## src/flow_segment_stats_table_unit_assert.svh

```systemverilog
// Assertion macros for the flow segment statistics table
`ifndef FLOW_SEGMENT_STATS_TABLE_UNIT_ASSERT_SVH
`define FLOW_SEGMENT_STATS_TABLE_UNIT_ASSERT_SVH

// Implication checked on every clock edge outside reset
`define FSST_ASSERT_IMP(label, ante, cons, msg) \
  label: assert property (@(posedge clk) disable iff (!rst_n) (ante) |-> (cons)) \
    else $error(msg);

// Next-cycle implication
`define FSST_ASSERT_NXT(label, ante, cons, msg) \
  label: assert property (@(posedge clk) disable iff (!rst_n) (ante) |=> (cons)) \
    else $error(msg);

`endif

```

## src/fsst_pkg.sv

```systemverilog
package fsst_pkg;
  localparam int unsigned DefEntries = 16;
  localparam logic [7:0]  DefIdleTtl = 8'd3;

  localparam logic [1:0] FUNC_RECV   = 2'd0;
  localparam logic [1:0] FUNC_DROP   = 2'd1;
  localparam logic [1:0] FUNC_TICK   = 2'd2;
  localparam logic [1:0] FUNC_UNUSED = 2'd3;

  localparam logic KIND_REPORT = 1'b0;
  localparam logic KIND_FULL   = 1'b1;

  // One table entry
  typedef struct packed {
    logic [31:0] flow;
    logic [31:0] rcv;
    logic [31:0] drp;
    logic [31:0] ord;
    logic [31:0] msg;
    logic [7:0]  idle;
  } entry_t;

  // Command broadcast to every cell
  typedef struct packed {
    logic        seg;    // apply segment event
    logic        recv;   // received (else dropped)
    logic        app;    // append at the slot flagged by sel_app
    logic [31:0] flow;
    logic [31:0] msg;
    logic        tick;   // walk step: cells take their neighbour value
  } cell_cmd_t;
endpackage

```

## src/fsst_cell.sv

```systemverilog
// One table slot. A segment event matches by flow; a tick walk rotates the
// row by one place towards slot 0, the head slot being read out and
// re-entering at the tail (or dropped).
module fsst_cell (
  input  logic               clk,
  input  fsst_pkg::cell_cmd_t cmd,
  input  logic               sel_app,   // this cell is the append slot
  input  logic               live,      // slot below entry total
  input  fsst_pkg::entry_t   from_nb,   // neighbour value for the walk
  output logic               hit,
  output fsst_pkg::entry_t   q
);
  import fsst_pkg::*;

  entry_t e_r, e_nxt, base;

  assign hit = live && (e_r.flow == cmd.flow);
  assign q   = e_r;

  always_comb begin
    base  = sel_app ? '{flow: cmd.flow, default: '0} : e_r;
    e_nxt = e_r;
    if (cmd.tick) begin
      e_nxt = from_nb;
    end else if (cmd.seg && (hit || (cmd.app && sel_app))) begin
      e_nxt = base;
      if (cmd.recv) begin
        e_nxt.rcv = base.rcv + 32'd1;
        if (cmd.msg < base.msg) e_nxt.ord = base.ord + 32'd1;
        else                    e_nxt.msg = cmd.msg;
      end else begin
        e_nxt.drp = base.drp + 32'd1;
        e_nxt.msg = cmd.msg;
      end
    end
  end

  always_ff @(posedge clk) begin
    e_r <= e_nxt;
  end
endmodule

```

## config.mk

```make
export PLATFORM = sky130hd
export DESIGN_NAME = fsst_cell
export DESIGN_NICKNAME = d
export VERILOG_FILES = /design/src/flow_segment_stats_table_unit_assert.svh /design/src/fsst_pkg.sv /design/src/fsst_cell.sv
export SDC_FILE = /design/constraint.sdc
export NUM_CORES = 1
export LEC_CHECK = 0
export BUFFER_PORTS_ARGS = -buffer_cell sky130_fd_sc_hd__buf_2
export CAP_MARGIN = 5
export CORE_AREA = 3 3 156 158
export CTS_CLUSTER_DIAMETER = 30
export DETAILED_ROUTE_END_ITERATION = 8
export DIE_AREA = 0 0 159 161
export MAX_ROUTING_LAYER = met4
export PLACE_DENSITY = 0.77
export SETUP_SLACK_MARGIN = 0.3
export SYNTH_ARGS = -nofsm -noshare
export SYNTH_HDL_FRONTEND = slang
export SYNTH_SLANG_ARGS = --single-unit
```

## constraint.sdc

```tcl
create_clock -name clk -period 14.4 [get_ports clk]
set_input_delay 0 -clock clk [delete_from_list [all_inputs] [get_ports clk]]
set_output_delay 0 -clock clk [all_outputs]
set_load 0.05 [all_outputs]
```

After elaboration in Yosys (flattened, before gate mapping)
Index checks and enable logic that the tools add are counted.
{"block": "classes", "eq_ne": 1, "magnitude_cmp": 1, "addsub": 3, "muxes": 9, "reduce_logical": 7}
{"op": "$mux W168", "n": 3}
{"op": "$mux W32", "n": 6}
{"op": "$add A32 B1 Y32 const B", "n": 3}
{"op": "$eq A32 B32 Y1", "n": 1}
{"op": "$lt A32 B32 Y1", "n": 1}
{"op": "$reduce_bool A2 Y1", "n": 2}
{"op": "$logic_and A1 B1 Y1", "n": 3}
{"op": "$reduce_and A2 Y1", "n": 1}
{"op": "$logic_or A1 B1 Y1", "n": 1}
{"block": "word_totals", "elab_cells": 27, "output_inout_bits": 169, "regBits": 168}

Depth between registers and ports, before layout
Gate-level depths: netlist of run 1.
{"block": "depth", "ltp_word": 6, "depth_mapped": 14, "depth_no_buf": 9}

Worst setup path before layout of run 1
No wires, ideal clock.
{"block": "synth_path", "path_type": "register -> register", "startpoint": "reg e_r (netlist bit q[165])", "endpoint": "reg e_r (netlist bit q[100]) (enable)", "arrival_ns": 11.491, "setup_slack_ns": 2.116, "stages_incl_launch_ff": 7, "synth_period_minus_slack_ns": 12.284, "cell_sequence": "edfxtp_1 > xor2_1 > nor4_1 > nand4_1 > nor3_1 > a21oi_1 > o21ai_0"}
{"block": "synth_between", "elab_chain_cells": 5}
{"element": "start: declaration", "line": "fsst_cell.sv:15", "rtl": "entry_t e_r, e_nxt, base;"}
{"element": "start signal: assignment", "line": "fsst_cell.sv:39", "rtl": "e_r <= e_nxt;"}
{"element": "$eq A32 B32 Y1", "line": "fsst_cell.sv:17", "rtl": "assign hit = live && (e_r.flow == cmd.flow);"}
{"element": "$logic_and A1 B1 Y1", "line": "fsst_cell.sv:17"}
{"element": "named net hit", "line": "fsst_cell.sv:10", "rtl": "output logic hit,"}
{"element": "$logic_or A1 B1 Y1", "line": "fsst_cell.sv:25", "rtl": "end else if (cmd.seg && (hit || (cmd.app && sel_app))) begin"}
{"element": "$logic_and A1 B1 Y1", "line": "fsst_cell.sv:25"}
{"element": "$reduce_bool A2 Y1 (no line)"}
The timed path passes the listed nets, and every way through them passes these cells.
A chain may end at the register's enable or synchronous reset.

==> flow_summary.json, run 1 <==
{
  "clockBufferDepth": 2,
  "postCtsSetupRepairBufs": 0,
  "totalWireLength_microns": 44000,
  "synth_warnings": 0,
  "design_area_sq_mm": 0.0161,
  "ys_seq_elements": 168,
  "clk_pin_slew_ns": 0.08,
  "yosysTopAreaCell": "edfxtp_1",
  "area_growth_pct": 45.7,
  "fmax_mhz": 194,
  "worst-setup-path-type": "in2reg",
  "power_per_cell_area_mw_per_mm2": 96.4,
  "hold_path_class": "in2reg",
  "root_buffer": "clkbuf_16",
  "period_minus_slack_ns": 5.15,
  "dp.cells": 1778,
  "power_frac_comb_pct": 30.8,
  "netlist_area_sq_mm": 0.0111,
  "htree_num_levels": 4,
  "drtIter0Drc": 1292,
  "cp.arrival_ns": 5.32,
  "grt_max_degree": 87,
  "synth_edf_count": 168,
  "ios": 408,
  "viasPerCell": 6.02,
  "final_common_cell": "buf_2",
  "drtPass1Iterations": 5,
  "cts_sinks": 168,
  "total_power_mw": 1.56,
  "synth_seq_area_share_pct": 45.5,
  "cap_viol_max_count": 0,
  "slew_headroom_pct": 15.0,
  "mostFrequentLayoutCells": "406 x buf_2, 229 x dlygate4sd3_1, 168 x edfxtp_1",
  "p_int_mw": 0.986,
  "start_util_pct": 47.6,
  "groute.usage.overall_pct": 33.9,
  "drive_gt1_share_pct": 27.3,
  "cp.required_ns": 14.57,
  "wl_per_cell_microns": 21.5,
  "p_switching_mw": 0.569,
  "nets": 1981,
  "drc": 0,
  "fin_skew_ns": 0.0154,
  "synth-xor-area-share_pct": 7.43,
  "die_x_microns": 159,
  "p_seq_share_pct": 41.3,
  "yosys.area_share.simple_pct": 23.9,
  "clkPwrFrac_pct": 27.9,
  "synth_top_area_share_pct": 45.5,
  "swShare_pct": 36.6,
  "grt_first_pass_wirelength_microns": 67200,
  "synthTopCellsByArea": "edfxtp_1 46%, nand2_1 5.5%, xor2_1 4.0%, ha_1 3.8%, xnor2_1 3.5%",
  "async_flop_share_pct": 0,
  "crit_fanout": 68,
  "placed_cell_area_sq_mm": 0.0133,
  "grt-ovfl-total": 0,
  "cp-end-kind": "register",
  "rsz0062_at_grt": "false",
  "die-height_microns": 161,
  "synthMuxAreaShare_pct": 0.384,
  "placement_rows": 56,
  "finalCritPeriodShare_pct": 35.8,
  "synthCells": 1121,
  "synth-compound-area-share_pct": 15.5,
  "antenna_found_initial": 3,
  "fp.dieArea_sq_mm": 0.0256,
  "largest_reg_flops": 168,
  "start_kind": "input pin",
  "syn_nets": 1394,
  "worst_ir_drop_vdd_mv": 0.0676,
  "synthAdderAreaFrac_pct": 3.84,
  "worstMarginPinSlew_ns": 1.27,
  "cts_tree": "built",
  "cts_made_buffers": 17,
  "setup_viol": 0,
  "stdcell_count": 2043,
  "clk_latency_ns": 0.43,
  "core_sq_mm": 0.0233,
  "setup_tns_ns": 0,
  "p_leak_nw": 6.57,
  "synth_top_family_by_area": "simple AND/OR/NAND/NOR gates",
  "outcome": "finished clean",
  "slew_viol_final": 0,
  "grt_pass1_vias": 12100,
  "ant_nets": 0,
  "hold_violations": 0,
  "hold_slack_ns": 0.0301,
  "ys.flop_type": "edfxtp_1",
  "hpwl_microns": 28100,
  "syn-mean-instance-area_sq_um": 9.88,
  "synthDistinctLibCells": 66,
  "vias": 12300,
  "gp_congestion": 0.938,
  "portBuffers": 407
}
-- critical path, cell delays in order --
cell,delay [ns]
buf_2,0.14
inv_2,0.15
buf_4,0.59
nand2_1,0.17
ha_1,0.35
a211oi_1,0.26
o21ai_0,0.16
a211oi_1,0.49
o22a_1,0.75
nand2_1,0.96
a311o_1,0.64
dlygate4sd3_1,0.59
-- layout make-up --
cell class	instances	area, sq um
tap	319	399
fill	1726	7130
multi-input combinational	861	5670
timing repair buffer	649	4430
sequential	168	5040
antenna	3	7.51
clock inverter	15	121
inverter	11	41.3
clock buffer	17	425
-- synth_stat cells, types with 7 or more instances --
master / instances
nor2_1: 36
edfxtp_1: 168
xor2_1: 50
or3_1: 8
a32oi_1: 9
o21ai_0: 66
nor2b_1: 24
nor4_1: 44
nand4_1: 39
a22o_1: 35
o211ai_1: 12
nand2_1: 162
a311o_1: 33
o31ai_1: 7
nor3_1: 26
clkbuf_1: 67
ha_1: 34
a21oi_1: 19
and4_1: 9
inv_1: 11
a221o_1: 7
nand3_1: 47
xnor2_1: 44
and3_1: 21
o311ai_0: 7
and2_1: 48
-- per-stage QoR --
step	util, %	setup slack, ns
after floorplan	-	2.12
after CTS	69.3	9.58
after global routing	69.4	9.12
after detailed placement	57.1	9.65
after global placement	57.1	9.74
final	69.4	9.25
-- logic make-up after synthesis --
| group | after synthesis |
|---|---|
| adders and majority gates | 34 |
| buffers and inverters | 92 |
| xor gates and xnor gates | 94 |
| and+or+nand+nor | 500 |
| muxes | 4 |
| AOI/OAI and AO/OA | 229 |
| DFF | 168 |
-- timing repair --
item	in CTS	in global routing
resized for setup	0	0
hold buffers	229	0
endpoints found under the hold margin	168	0
-- final timing paths --
check | from | endpoint | slack, ns | depth (start not counted)
worst max register to register | q[17]$_DFFE_PP_ | q[27]$_DFFE_PP_ | 9.46 | 9
worst min-delay path | from_nb[25] | q[25]$_DFFE_PP_ | 0.03 | 3
worst min register to register | q[71]$_DFFE_PP_ | q[71]$_DFFE_PP_ | 0.65 | 1
worst max-delay path | sel_app | q[27]$_DFFE_PP_ | 9.25 | 12
-- per-layer routing --
layer	GRT usage [%]	up-vias	share of wire (%)
met5	-	-	0
li1	-	5480	-
met1	39.3	5850	37
met3	7.23	167	8.8
met2	56.6	811	49
met4	15.9	0	5.2
-- power groups by stage --
| stage | Combinational (mW) | Clock [mW] | Sequential, mW |
|---|---|---|---|
| 2_1_floorplan | 0.131 | 0 | 0.802 |
| 3_3_place_gp | 0.404 | 0 | 0.648 |
| 3_5_place_dp | 0.409 | 0 | 0.649 |
| 4_1_cts | 0.468 | 0.443 | 0.639 |
| 5_1_grt | 0.504 | 0.462 | 0.648 |
| 6_report | 0.479 | 0.433 | 0.643 |
Note: power is estimated with default switching activity, not from simulation.
==> run 2, diff against run 1 <==
- clock period: 14.4 -> 5.15 ns (I/O delays scaled with it)
==> flow_summary.json, run 2 (synthesized netlist as in run 1, its figures left out) <==
{
  "viasPerCell": 5.92,
  "antenna_found_initial": 6,
  "cts_resized": 0,
  "p_leak_nw": 6.58,
  "groute.usage.overall_pct": 33.7,
  "slew_viol_final": 0,
  "cp.required_ns": 5.32,
  "largest_reg_flops": 168,
  "start_util_pct": 47.6,
  "slew_headroom_pct": 22.8,
  "grt_pass1_vias": 12200,
  "cts_tree": "built",
  "hold_violations": 0,
  "worst_ir_drop_vdd_mv": 0.185,
  "multiInputGateArea_sq_mm": 0.00567,
  "gp_congestion": 0.896,
  "cts_hold_buf": 228,
  "cp.arrival_ns": 4.51,
  "drc": 0,
  "die_x_microns": 159,
  "mostFrequentLayoutCells": "406 x buf_2, 228 x dlygate4sd3_1, 168 x edfxtp_1",
  "cap_viol_max_count": 0,
  "setup_tns_ns": 0,
  "seq_area_sq_mm": 0.00504,
  "crit_fanout": 23,
  "clk_latency_ns": 0.43,
  "fin_skew_ns": 0.0169,
  "n_fill_cell": 1694,
  "drtIter0Drc": 1347,
  "final_common_cell": "buf_2",
  "vias": 12100,
  "clockBufferDepth": 2,
  "power_per_cell_area_mw_per_mm2": 272,
  "grt_max_degree": 93,
  "nets": 1982,
  "wl_per_cell_microns": 21.2,
  "stdcell_count": 2048,
  "cts_made_buffers": 17,
  "fp.dieArea_sq_mm": 0.0256,
  "cts_sinks": 168,
  "rrSetupSlack_ns": 0.80,
  "worstMarginPinSlew_ns": 1.15,
  "placement_rows": 56,
  "dpl_worst_slack_ns": 1.01,
  "finalCritPeriodShare_pct": 84.4,
  "drtPass1Iterations": 6,
  "period_minus_slack_ns": 4.35,
  "finalWorstSetupSlack_ns": 0.803,
  "fmax_mhz": 230,
  "grt-ovfl-total": 0,
  "drive_gt1_share_pct": 27.5,
  "cp-end-kind": "register",
  "grt_first_pass_wirelength_microns": 66800,
  "hpwl_microns": 27900,
  "core_sq_mm": 0.0233,
  "clk_pin_slew_ns": 0.08,
  "htree_num_levels": 4,
  "setup_viol": 0,
  "outcome": "finished clean",
  "portBuffers": 407,
  "worst-setup-path-type": "reg2reg",
  "root_buffer": "clkbuf_16",
  "rsz0062_at_grt": "false",
  "postCtsSetupRepairBufs": 0,
  "ant_nets": 0,
  "start_kind": "register",
  "hold_slack_ns": 0.0448,
  "ios": 408,
  "totalWireLength_microns": 43400,
  "hold_path_class": "in2reg",
  "dp.cells": 1781,
  "die-height_microns": 161,
  "area_growth_pct": 46.2
}
==> run 2: final timing paths <==
| check | to | depth (start not counted) | from |
|---|---|---|---|
| setup reg to reg | q[28]$_DFFE_PP_ | 10 | q[17]$_DFFE_PP_ |
| hold reg to reg | q[71]$_DFFE_PP_ | 1 | q[71]$_DFFE_PP_ |
| hold / removal | q[23]$_DFFE_PP_ | 3 | from_nb[23] |
| setup / recovery | q[28]$_DFFE_PP_ | 10 | q[17]$_DFFE_PP_ |
==> run 2: report_power, final <==
group / internal [mW] / leakage, nW / total, mW / switching (mW)
Clock: 0.678 / 0.272 / 1.28 / 0.601
Sequential: 1.67 / 1.70 / 1.79 / 0.122
Combinational: 0.461 / 4.61 / 1.34 / 0.876
Total: 2.81 / 6.58 / 4.41 / 1.60
==> run 2: cell type report <==
type                            count  area share [%]
Tap cell                          319            2.46
Clock inverter                     15           0.873
Timing Repair Buffer              650            27.5
Inverter                           11           0.255
Multi-Input combinational cell    861            35.0
Clock buffer                       17            2.63
Sequential cell                   168            31.2
Antenna cell                        7           0.108
==> run 2: routing by layer <==
metal	up-vias	GRT usage, %	wire length, microns
met1	5699	39.1	16200
met5	-	-	0
li1	5488	-	-
met4	0	18.2	2560
met2	781	55.6	20800
met3	157	6.51	3790
==> run 2: worst max-delay path, cell delays in order, from the launching register on <==
cell           delay [ns]
edfxtp_1             0.38
nand2_1              0.12
ha_1                 0.34
a211oi_1             0.21
o21ai_0              0.12
a211oi_1             0.45
o22a_1               0.72
nand2_1              0.42
buf_4                0.35
a311o_1              0.38
dlygate4sd3_1        0.59
==> run 2: through the flow <==
stage | instance area (sq um) | power (mW) | utilization, %
finish | 16200 | 4.41 | 69.6
global route | 16200 | 4.57 | 69.6
CTS | 16200 | 4.39 | 69.5
detailed placement | 13300 | 2.96 | 57.3
global placement | 13300 | 2.94 | 57.3
floorplan | 11100 | 2.59 | -
